$ cat src/design/sdf_pkg.sv
// ----------------------------------------------------------------------------
// sdf_pkg
// shared types and constants of the sph density and factor block
// ----------------------------------------------------------------------------
package sdf_pkg;

  // classified neighbor item, as queued between front and back
  typedef struct packed {
    logic [23:0] ax;
    logic        px;
    logic [23:0] ay;
    logic        py;
    logic [23:0] mass;
    logic        skip;
    logic        last;
  } sdf_item_t;

  // configuration registers
  typedef struct packed {
    logic [23:0] support_length;
    logic [23:0] inv_support_length;
    logic [31:0] kernel_norm;
    logic [31:0] base_density;
    logic [47:0] factor_floor;
  } sdf_cfg_t;

  // register indexes
  typedef enum logic [2:0] {
    REG_SUPPORT_LENGTH     = 3'd0,
    REG_INV_SUPPORT_LENGTH = 3'd1,
    REG_KERNEL_NORM        = 3'd2,
    REG_BASE_DENSITY       = 3'd3,
    REG_FACTOR_FLOOR       = 3'd4
  } sdf_reg_e;

  typedef enum logic [4:0] {
    ST_IDLE,
    ST_SQ_X,
    ST_SQ_Y,
    ST_SQ_ADD,
    ST_SQRT,
    ST_Q_MUL,
    ST_Q_CHK,
    ST_P2,
    ST_P3,
    ST_W,
    ST_D,
    ST_KG,
    ST_DW,
    ST_DIV,
    ST_GM,
    ST_MG,
    ST_SQ_START,
    ST_SQ_LO,
    ST_SQ_HI,
    ST_SQ_DONE,
    ST_ACC,
    ST_END,
    ST_FDIV,
    ST_EMIT
  } sdf_state_e;

  // what the shared square path is working on
  typedef enum logic [1:0] {
    PH_GX,
    PH_GY,
    PH_FX,
    PH_FY
  } sdf_phase_e;

  localparam logic [23:0] RST_SUPPORT_LENGTH     = 24'd19661;
  localparam logic [23:0] RST_INV_SUPPORT_LENGTH = 24'd218453;
  localparam logic [31:0] RST_KERNEL_NORM        = 32'd1324500;
  localparam logic [31:0] RST_BASE_DENSITY       = 32'd256000;
  localparam logic [47:0] RST_FACTOR_FLOOR       = 48'd1099512;

  localparam int unsigned DIV_W = 64;

endpackage

$ cat src/design/sdf_front.sv
// ----------------------------------------------------------------------------
// sdf_front
// takes neighbor items, classifies them and queues them for the back end
// ----------------------------------------------------------------------------
module sdf_front import sdf_pkg::*; #(
  parameter int unsigned Depth = 4
) (
  input  logic               clk_i,
  input  logic               rst_ni,
  input  logic               push_i,
  output logic               full_o,
  input  logic signed [23:0] offset_x_i,
  input  logic signed [23:0] offset_y_i,
  input  logic        [23:0] neighbor_mass_i,
  input  logic               skip_self_i,
  input  logic               last_neighbor_i,
  output logic               item_valid_o,
  output sdf_item_t          item_o,
  input  logic               item_pop_i
);

  localparam int unsigned PtrW = (Depth > 1) ? $clog2(Depth) : 1;
  localparam int unsigned CntW = $clog2(Depth + 1);
  localparam logic [PtrW-1:0] LastPtr = PtrW'(Depth - 1);
  localparam logic [CntW-1:0] FullCnt = CntW'(Depth);

  sdf_item_t             mem_q [Depth];
  logic      [PtrW-1:0]  wptr_q, wptr_d, rptr_q, rptr_d;
  logic      [CntW-1:0]  cnt_q, cnt_d;
  logic                  do_push, do_pop;
  sdf_item_t             cls;

  // magnitudes and signs of the offset
  always_comb begin
    cls.ax   = offset_x_i[23] ? 24'(-offset_x_i) : offset_x_i;
    cls.px   = !offset_x_i[23] && (offset_x_i != 24'sd0);
    cls.ay   = offset_y_i[23] ? 24'(-offset_y_i) : offset_y_i;
    cls.py   = !offset_y_i[23] && (offset_y_i != 24'sd0);
    cls.mass = neighbor_mass_i;
    cls.skip = skip_self_i;
    cls.last = last_neighbor_i;
  end

  assign full_o       = (cnt_q == FullCnt);
  assign item_valid_o = (cnt_q != '0);
  assign item_o       = mem_q[rptr_q];
  assign do_push      = push_i && !full_o;
  assign do_pop       = item_pop_i && item_valid_o;

  always_comb begin
    wptr_d = wptr_q;
    rptr_d = rptr_q;
    cnt_d  = cnt_q;
    if (do_push) begin
      wptr_d = (wptr_q == LastPtr) ? '0 : wptr_q + 1'b1;
    end
    if (do_pop) begin
      rptr_d = (rptr_q == LastPtr) ? '0 : rptr_q + 1'b1;
    end
    if (do_push && !do_pop) begin
      cnt_d = cnt_q + 1'b1;
    end else if (!do_push && do_pop) begin
      cnt_d = cnt_q - 1'b1;
    end
  end

  always_ff @(posedge clk_i or negedge rst_ni) begin
    if (!rst_ni) begin
      wptr_q <= '0;
      rptr_q <= '0;
      cnt_q  <= '0;
    end else begin
      wptr_q <= wptr_d;
      rptr_q <= rptr_d;
      cnt_q  <= cnt_d;
    end
  end

  always_ff @(posedge clk_i) begin
    if (do_push) begin
      mem_q[wptr_q] <= cls;
    end
  end

endmodule

$ cat config.mk
export PLATFORM = sky130hd
export DESIGN_NAME = sdf_front
export DESIGN_NICKNAME = d
export VERILOG_FILES = /design/src/design/sdf_pkg.sv /design/src/design/sdf_front.sv
export SDC_FILE = /design/constraint.sdc
export NUM_CORES = 1
export LEC_CHECK = 0
export ABC_AREA = 1
export BUFFER_PORTS_ARGS = -buffer_cell sky130_fd_sc_hd__clkbuf_2
export CORE_AREA = 4 4 198 200
export CTS_CLUSTER_DIAMETER = 30
export CTS_CLUSTER_SIZE = 8
export DETAILED_ROUTE_END_ITERATION = 6
export DIE_AREA = 0 0 202 204
export PLACE_DENSITY = 0.61
export SYNTH_ARGS = -nofsm -noshare
export SYNTH_HDL_FRONTEND = slang
export SYNTH_SLANG_ARGS = --single-unit
$ cat constraint.sdc
create_clock -name clk_i -period 5.9 [get_ports clk_i]
set_clock_uncertainty 0.1 [all_clocks]
set_input_delay 0 -clock clk_i [delete_from_list [all_inputs] [get_ports clk_i]]
set_output_delay 0 -clock clk_i [all_outputs]
set_load 0.05 [all_outputs]
== Yosys cells after proc, flatten, opt, wreduce, memory -nomap -nowiden ==
Memory sizes are Yosys's and may differ from the RTL's.
Cells that the tools add are included.
Storage, ports and cells
  logic and storage cells: 36
  output and inout bits: 78
  bits in writable memories: 304
  input port bits: 78
  memories: 1
  flip-flop bits (word level): 7
Memory list
  mem_q: words 4, bits a word 76, read ports 1, clocked after Yosys merged registers in 0, write ports 1, line sdf_front.sv:27  | sdf_item_t mem_q [Depth];
Operators by class
  equal/unequal tests: 3
  mux-type cells: 8
  reduce and logical (&&, ||, !) cells: 15
  add/sub/neg operators: 6
Operator list (number)
  2-to-1 mux 24 bit: 2
  negator 24 bit: 2
  nonzero test 24 bit: 2
  logical AND 1 bit: 6
  2-to-1 mux 3 bit: 2
  zero test 1 bit: 5
  adder 2 x 1 -> 2 bit, second input constant: 2
  == test 2 bit, second input constant: 2
  2-to-1 mux 2 bit: 2
  adder 3 x 1 -> 3 bit, second input constant: 1
  == test 3 bit, second input constant: 1
  nonzero test 3 bit: 1
  subtractor 3 x 1 -> 3 bit, second input constant: 1
  2-to-1 mux 1 bit: 2
  nonzero test 2 bit: 1

== Logic depth before layout (Yosys ltp) ==
Gate-level depths: netlist of the first run.
  depth in word-level cells: 7
  mapped depth: 9
  mapped depth without buffers: 9

== Least setup slack after synthesis of the first run ==
Ideal clock, no wire load.
  path type: register to register
  start: register cnt_q[2]
  end: memory mem_q[0][0] (netlist bit) (enable)
  stages on the path, launching flop included: 6
  data arrival time: 4.254 ns
  required time: 5.289 ns
  setup time: 0.511 ns
  period minus slack after synthesis: 4.865 ns
  path buffers: 0
  setup slack: 1.035 ns
  cell sequence: dfrtp_1 > inv_1 > nor3_1 > nor2_1 > inv_1 > nor2_1
Between the ends
  word-level cells in the longest chain between the ends: 5
Ends and longest elaborated chain
  start, declared: line sdf_front.sv:29  | logic [CntW-1:0] cnt_q, cnt_d;
  start signal, assigned: line sdf_front.sv:75  | cnt_q <= cnt_d;
  == test 3 bit: line sdf_front.sv:44  | assign full_o = (cnt_q == FullCnt);
  named net full_o: line sdf_front.sv:11  | output logic full_o,
  zero test 1 bit: line sdf_front.sv:47  | assign do_push = push_i && !full_o;
  logical AND 1 bit: line sdf_front.sv:47
  named net do_push: line sdf_front.sv:30  | logic do_push, do_pop;
  2-to-1 mux 1 bit: line sdf_front.sv:80  | if (do_push) begin
  2-to-1 mux 1 bit (implied by the code): line sdf_front.sv:81  | mem_q[wptr_q] <= cls;
  end, declared: line sdf_front.sv:27
The timed path passes the listed nets, and every way through them passes these cells.

==> impl_results.md, run 1 <==
* Largest net degree at the start of global routing at 98
* Power per Cell Area at 593 nW/um^2
* Seq cells post-synth at 311
* Slew HR at 29.3%
* Period Utilization, post-route at 62.9%
* Vias in the first global route at 9094
* Die height at 204 um
* R2r setup slk at 2.97 ns
* Synthesized area per cell at 12.2 sq um
* Number of diodes at 0
* DR iter-0 viols at 447
* Clock sink total at 311
* Buffers added on ports at 155
* Postcts setup bufs at 0
* Critical path class: flop to output port
* Core area at 37400 sq um
* # Max-Cap Violations at 0
* All-Layer GR Usage at 15.3%
* Synth-to-Final Area Change at 31.7%
* Status: complete, no violations
* CP Launch Point: rptr_q[0]
* Initial antenna violation count at 0
* Final Hold Viols at 0
* Bufs and invs on worst path at 3
* Post-Route Utilization at 45.6%
* Mapped Nets at 1145
* Row cnt at 71
* Worst hold path depth at 2
* Final setup viols at 0
* PnR worst setup slack at 2.19 ns
* Crit end category: output port
* Register-to-Register Path Depth at 5
* Max Transition Viols Final at 0
* CTS Buffer Depth at 3
* Final Critical Period at 3.71 ns
* Cells along the critical path: inv_4, buf_4, o21ai_0, o22ai_1, clkbuf_2
* Resize count post-CTS at 0
* Req. time, crit path at 5.80 ns
* Worst-path fanout max at 97
* Share of layout cells above drive strength 1 at 20.2%
* WL per Instance at 17.3 um
* Slew of the pin with the lowest slew margin at 1.06 ns
* NumNets Final at 1406
* Boundary Pins at 156
* Worst skew pair latency at 0.58 ns
* Chip width at 202 um
* Most common cell after layout, fill and taps aside: edfxtp_1
* Commonest cells after routing, fill and taps aside: 304 x edfxtp_1, 201 x nor2_1, 156 x o21ai_0
* F_max at 0.269 GHz
* Power Total at 10100 uW
* Synth Instances at 1058
* Synth Area in Simple Gates at 10.7%
* Arrival @ worst endpoint at 3.61 ns
* RR Startpoint: cnt_q[0]
* Die area at 41200 sq um
* Dpl hpwl at 19100 um
* Root Buffer: clkbuf_16
* Final WL at 32400 um
* CTS H-tree lvls at 2
* DRC violations left at 0
* Overflow after GRT at 0
* Slowest stage delay, CP at 0.83 ns
* Final instance area at 17100 sq um
* Largest family of logic cells by synthesized area: compound AO/OA/AOI/OAI gates
* Yosys warns at 0
* Crit path launch type: flop
* Final Wtd Congestion at 0.832
* Synth Area in Compound Gates at 11.0%
* Worst Hold Path EP: mem_q[1][24]
* Worst Hold Launch: neighbor_mass_i[22]
* Synth Area in XOR/XNOR at 2.03%
* Starting density of the core at 34.6%
* Worst r2r dst: mem_q[0][9]
* Final ANT Viol Nets at 0
* Top delay family on crit path: buffers and inverters
* Post-Synth Adder-Cell Area at 0.927%
* Leakage at 0.00622 uW
* Place WS at 2.74 ns
* Setup_tns at 0 ns
* TritonCTS clock tree: built
* Post-synthesis mux area share at 0.0869%
* Post-DP Area at 14200 sq um
* Hold/Removal Path Class: input port to flop
* Peak supply drop at 319 uV
* Post-synthesis cell type count at 28
* Worst-path clk slew at 0.05 ns
* Vias per std cell at 4.90
* Critical path's slowest cell: inv_4
* RSZ-0062 raised after global routing: false
* CTS Hold Bufs at 87
* Initial DRT Pass Iterations at 5
* Number of CTS-inserted buffers at 61
* Mapped Area at 13000 sq um
* Seq/Total Area, Yosys at 71.8%
* First-pass GRT wire length at 50400 um
* DR vias at 9167
-- how the worst max path moves through the flow --
stage	depth (start not counted)	end	slack [ns]
6_report	5	item_o[0]	2.19
5_1_grt	5	item_o[18]	1.90
4_1_cts	5	item_o[72]	2.12
3_5_place_dp	5	item_o[72]	2.74
3_3_place_gp	5	item_o[72]	2.74
2_1_floorplan	5	mem_q[0][0]	1.03
-- power by group --
| part | leakage [uW] | total [uW] | internal (uW) | switching [uW] |
|---|---|---|---|---|
| registers | 0.00287 | 3120 | 2940 | 182 |
| logic | 0.00239 | 3700 | 776 | 2920 |
| clock network | 0.000963 | 3290 | 2220 | 1080 |
-- cells in the mapped netlist --
cell / instances / share of area, %
edfxtp_1: 304 / 70
nor2_1: 205 / 5.9
o21ai_0: 156 / 6.0
nand2_1: 102 / 3.0
o22ai_1: 76 / 3.7
inv_1: 41 / 1.2
nand3_1: 25 / 0.97
clkbuf_1: 21 / 0.61
buf_2: 20 / 0.77
xnor2_1: 17 / 1.1
o21ai_1: 14 / 0.54
xor2_1: 13 / 0.88
buf_4: 9 / 0.52
o21ai_2: 9 / 0.61
ha_1: 8 / 0.77
nand4_1: 8 / 0.39
dfrtp_1: 7 / 1.4
nor3_1: 6 / 0.23
a21oi_1: 3 / 0.12
and2_1: 2 / 0.097
buf_6: 2 / 0.17
clkbuf_2: 2 / 0.077
inv_2: 2 / 0.058
nor2_2: 2 / 0.097
fa_1: 1 / 0.15
inv_4: 1 / 0.048
mux2_2: 1 / 0.087
o21bai_1: 1 / 0.058
-- kinds of logic (layout without fill, tap and decap cells) --
kind of cell,Yosys count,after routing
AOI/OAI and AO/OA,259,259
xor gates and xnor gates,30,30
adders and majority gates,9,9
buffers and inverters,98,401
DFF,311,311
muxes,1,1
and+or+nand+nor,350,350
-- registers in the layout, summed over array words and instances, names as in the netlist --
name    count
mem_q     304
cnt_q       3
rptr_q      2
wptr_q      2
-- worst register-to-register path, delay by kind of cell (launching register included) --
| family | cells | cell delay (ns) |
|---|---|---|
| buf+inv | 2 | 1.17 |
| flops | 1 | 0.43 |
| simple gates | 3 | 0.81 |
-- through the flow --
step	hold WS, ns	cells
after global placement	-0.256	1680
final	0.0826	1872
after detailed placement	-0.254	1680
after floorplan	-0.396	1058
after CTS	0.0524	1872
after global routing	0.0674	1872
-- cell type report --
cell class / instances / area (sq um)
fillers: 3390 / 20300
clock inverters: 36 / 438
multi-input cells: 649 / 3230
flip-flops and latches: 311 / 9310
repair buffers: 252 / 1720
well taps: 511 / 639
clock buffers: 69 / 1560
inverters: 44 / 168
-- routing by layer --
metal	GRT usage [%]	up-vias	wire, um
met5	0	-	0
met4	4.32	0	616
met3	3.22	56	1810
met2	26.3	281	16000
met1	19.6	4471	13900
li1	-	4359	-
Note: power is estimated with default switching activity, not from simulation.
==> run 2: changes to the inputs <==
- clock period: 5.9 -> 3.8 ns (I/O delays scaled with it)
==> run 2 against run 1 <==
Compared with the run above:
- register-to-register slack lost 1.7 ns
- clock power rose by 59%
- critical path type unchanged
- largest cell class unchanged
- combinational power rose by 60%
- via count shrank 0.27%
==> impl_results.md, run 2 (synthesized netlist as in run 1, its figures left out) <==
* CTS Buffer Depth at 3
* Starting density of the core at 34.6%
* Worst-path clk slew at 0.04 ns
* Worst skew pair latency at 0.53 ns
* Crit path launch type: flop
* Final ANT Viol Nets at 0
* Final instance area at 17200 sq um
* Slowest stage delay, CP at 0.68 ns
* Chip width at 202 um
* PnR worst setup slack at 0.815 ns
* Slew HR at 39.8%
* Max Transition Viols Final at 0
* Total internal power at 9380 uW
* Buffers added on ports at 155
* Final Wtd Congestion at 0.806
* Hold WS at 0.122 ns
* Share of layout cells above drive strength 1 at 21.3%
* Critical path's slowest cell: dfrtp_4
* Final setup viols at 0
* Largest register by flop count: mem_q
* Clock network power share at 32.9%
* First-pass GRT wire length at 50400 um
* Hold/Removal Path Class: input port to flop
* Sequential Power Share at 30.0%
* Postcts setup bufs at 0
* Max reg flops at 304
* Initial antenna violation count at 0
* DR vias at 9142
* Critical path class: flop to output port
* Root Buffer: clkbuf_16
* Overflow after GRT at 0
* Net load switching power at 6540 uW
* Row cnt at 71
* Req. time, crit path at 3.70 ns
* Largest net degree at the start of global routing at 92
* DR iter-0 viols at 540
* TritonCTS clock tree: built
* Most common cell after layout, fill and taps aside: edfxtp_1
* Worst-path fanout max at 91
* # Max-Cap Violations at 0
* Sw Ratio at 41.1%
* Biggest regs: mem_q (304), cnt_q (3)
* Dpl hpwl at 19700 um
* Commonest cells after routing, fill and taps aside: 304 x edfxtp_1, 201 x nor2_1, 156 x o21ai_0
* Period Utilization, post-route at 78.6%
* Leakage at 0.00632 uW
* F_max at 0.335 GHz
* Power per Cell Area at 925 nW/um^2
* Slew of the pin with the lowest slew margin at 0.902 ns
* CTS H-tree lvls at 3
* Boundary Pins at 156
* Arrival @ worst endpoint at 2.89 ns
* Die area at 41200 sq um
* Number of diodes at 0
* Post-DP Area at 14300 sq um
* Synth-to-Final Area Change at 32.9%
* Place WS at 1.23 ns
* Crit end category: output port
* Number of CTS-inserted buffers at 66
* Combinational share of power at 37.1%
* Clock sink total at 311
* All-Layer GR Usage at 15.4%
* WL per Instance at 17.1 um
* Vias per std cell at 4.86
* Core area at 37400 sq um
* Final Critical Period at 2.99 ns
* Cells along the critical path: inv_4, buf_12, o21ai_0, o22ai_1, clkbuf_2
* Vias in the first global route at 9201
* NumNets Final at 1411
* Status: complete, no violations
* Post-Route Utilization at 46.0%
* DRC violations left at 0
* Initial DRT Pass Iterations at 5
* Peak supply drop at 579 uV
* Final Hold Viols at 0
* Die height at 204 um
* Final WL at 32100 um
* RSZ-0062 raised after global routing: false
run 2: cell count changes in the layout (fill, tap and decap cells not counted), sizes merged:
| cell | delta |
|---|---|
| dlygate4sd3 | -8 |
| bufinv | -3 |
| buf | +8 |
| clkbuf | +2 |
| clkinvlp | -4 |
| clkinv | +13 |
run 2: path summary, 6_finish.rpt:
check / startpoint / depth (start not counted) / slack [ns] / endpoint
hold / removal: offset_x_i[23] / 3 / 0.12 / mem_q[1][56]
setup reg to reg: cnt_q[2] / 6 / 1.29 / mem_q[1][39]
hold reg to reg: cnt_q[0] / 1 / 0.47 / cnt_q[0]
max in group asynchronous: rst_ni / 3 / 2.96 / rptr_q[0]
setup / recovery: rptr_q[0] / 5 / 0.81 / item_o[40]
min in group asynchronous: rst_ni / 3 / 0.35 / wptr_q[0]
run 2: what timing repair did:
action / CTS / global route
endpoints found under the hold margin: 315 / 0
resized for setup: 0 / 0
hold buffers: 79 / 0
run 2: cell type report:
type	count	area, sq um
Timing Repair Buffer	252	1790
Sequential cell	311	9310
Fill cell	3359	20200
Inverter	44	168
Clock inverter	42	388
Tap cell	511	639
Multi-Input combinational cell	649	3230
Clock buffer	71	1690
run 2: per-stage QoR:
stage | power, uW | cells | setup TNS [ns]
2_1_floorplan | 9120 | 1058 | -323.80
3_3_place_gp | 10700 | 1688 | 0
3_5_place_dp | 10800 | 1688 | 0
4_1_cts | 16100 | 1880 | 0
5_1_grt | 16700 | 1880 | 0
6_report | 15900 | 1880 | 0
run 2: power groups by stage:
stage               Clock [uW]  Combinational (uW)  Sequential [uW]
finish                    5240                5910             4770
global route              5550                6350             4830
CTS                       5340                6020             4780
detailed placement           0                5940             4830
global placement             0                5890             4820
floorplan                    0                4320             4800
run 2: worst max-delay path, delay by kind of cell (launching register included):
family / cells / cell delay, ns
DFF: 1 / 0.68
AOI/OAI and AO/OA: 2 / 0.44
buffers and inverters: 3 / 1.08
run 2: routing by layer:
| metal | routed length (um) | track usage, % |
|---|---|---|
| met5 | 0 | 0 |
| met1 | 13900 | 19.7 |
| met2 | 15700 | 26.1 |
| met3 | 1830 | 3.38 |
| met4 | 668 | 5.15 |
==> run 3: changes to the inputs <==
- PLACE_DENSITY: 0.61 -> 0.63
- clock period: 3.8 -> 2.45 ns (I/O delays scaled with it)
==> run 3 against run 2 <==
Compared with the run above:
- sequential cell count is the same
- largest cell class unchanged
- die area did not move
- worst setup slack lost 0.76 ns
- hold slack got worse by 0.025 ns
- utilization increased by 2.3 points
- cell count decreased by 0.69%
- sequential power up 54%
- final area increased by 4.9%
- critical path depth is 7 higher
- routed wire length fell by 3.8%
- global-route usage down 0.75 points
- sequential share of layout area decreased by 2.5 points
==> impl_results.md, run 3 (synthesized netlist as in run 1, its figures left out) <==
* Status: complete, no violations
* CTS H-tree lvls at 2
* Hold/Removal Path Class: input port to flop
* Setup_tns at 0 ns
* Number of diodes at 0
* Peak supply drop at 982 uV
* CTS Buffer Depth at 3
* Hold WS at 0.0973 ns
* Worst skew pair latency at 0.55 ns
* Power Total at 27100 uW
* Final ANT Viol Nets at 0
* NumNets Final at 1404
* Core area at 37400 sq um
* Worst-path clk slew at 0.05 ns
* R2r setup slk at 0.43 ns
* # Max-Cap Violations at 0
* Crit path launch type: input port
* Period Utilization, post-route at 98.0%
* Row cnt at 71
* F_max at 0.417 GHz
* Final Hold Viols at 0
* All-Layer GR Usage at 14.7%
* First-pass GRT wire length at 48200 um
* Vias in the first global route at 8941
* Final setup viols at 0
* Buffers added on ports at 155
* DRC violations left at 0
* CP Launch Point: offset_x_i[6]
* Post-Route Utilization at 48.3%
* Leakage at 0.00655 uW
* DR vias at 8904
* Max reg flops at 304
* DR iter-0 viols at 516
* Req. time, crit path at 2.64 ns
* RR Startpoint: cnt_q[1]
* Register-to-Register Path Depth at 9
* Dpl hpwl at 17800 um
* Share of layout cells above drive strength 1 at 21.3%
* Slew HR at 62.7%
* Worst Setup EP: mem_q[2][69]
* Final Critical Period at 2.40 ns
* Worst r2r dst: cnt_q[2]
* Arrival @ worst endpoint at 2.59 ns
* Chip width at 202 um
* Root Buffer: clkbuf_16
* Power per Cell Area at 1500 nW/um^2
* Initial antenna violation count at 0
* Final Wtd Congestion at 0.843
* Crit end category: flop
* Final WL at 30900 um
* Starting density of the core at 34.6%
* Biggest regs: mem_q (304), cnt_q (3)
* Die area at 41200 sq um
* WL per Instance at 16.6 um
* Initial DRT Pass Iterations at 4
* Vias per std cell at 4.77
* Critical path class: input port to flop
* # fillers at 3212
* Most common cell after layout, fill and taps aside: edfxtp_1
* Clock sink total at 311
* TritonCTS clock tree: built
* Largest net degree at the start of global routing at 80
* Boundary Pins at 156
* Postcts setup bufs at 0
* Overflow after GRT at 0
* Die height at 204 um
* Max Transition Viols Final at 0
* Commonest cells after routing, fill and taps aside: 304 x edfxtp_1, 195 x nor2_1, 156 x o21ai_0
* Synth-to-Final Area Change at 39.5%
* Worst-path fanout max at 4
* Slew of the pin with the lowest slew margin at 0.559 ns
* Number of CTS-inserted buffers at 60
* Largest register by flop count: mem_q
[run 3: routing by layer]
layer	vias up	GRT usage [%]	wire [um]
li1	4356	-	-
met1	4248	18.7	13300
met2	246	25.0	15200
met3	54	3.25	1740
met4	0	4.86	671
met5	-	0	0
[run 3: through the flow]
step,cell area (sq um),setup slack [ns],instances
3_5_place_dp,15200,0.432,1683
3_3_place_gp,15200,0.447,1683
4_1_cts,18000,0.0515,1867
5_1_grt,18100,-0.0116,1867
6_report,18100,0.0500,1867
2_1_floorplan,13000,-0.0194,1058
[run 3: how the worst min path moves through the flow]
| stage | from | end | slack (ns) | cells past startpoint |
|---|---|---|---|---|
| after floorplan | rst_ni | cnt_q[0] | -0.40 | 0 |
| after global placement | rst_ni | cnt_q[2] | -0.25 | 1 |
| after global routing | neighbor_mass_i[15] | mem_q[0][17] | 0.09 | 2 |
| final | neighbor_mass_i[22] | mem_q[1][24] | 0.1 | 2 |
| after CTS | offset_x_i[23] | mem_q[3][75] | 0.06 | 3 |
| after detailed placement | rst_ni | cnt_q[2] | -0.25 | 1 |
[run 3: critical path, cell delays in order]
cell and delay (ns):
dlygate4sd3_1 0.53, clkbuf_2 0.14, nor2_2 0.15, nand2_1 0.13
nor2_2 0.14, nand2_1 0.08, nand2_2 0.10, nand2_1 0.07
nand2_1 0.06, dlygate4sd3_1 0.55, nand2_1 0.05, dlygate4sd3_1 0.60
[run 3: final cells by class]
cell class / instances / area [sq um] / share of cell area (%)
Clock inverter: 35 / 482 / 2.67
Multi-Input combinational cell: 649 / 3270 / 18.1
Clock buffer: 66 / 1520 / 8.43
Tap cell: 511 / 639 / 3.54
Sequential cell: 311 / 9310 / 51.5
Timing Repair Buffer: 251 / 2670 / 14.8
Inverter: 44 / 170 / 0.942
[run 3: power by group]
group          leakage (uW)  switching (uW)  internal [uW]
clock              0.000959            2460           5550
combinational       0.00272            7580           4230
sequential          0.00287             256           7070
[run 3: what timing repair did]
item                                    in CTS  in global routing
endpoints found under the setup margin       0                  8
hold endpoints to repair                   318                  0
resized for setup                            0                  8
hold buffers                                83                  0
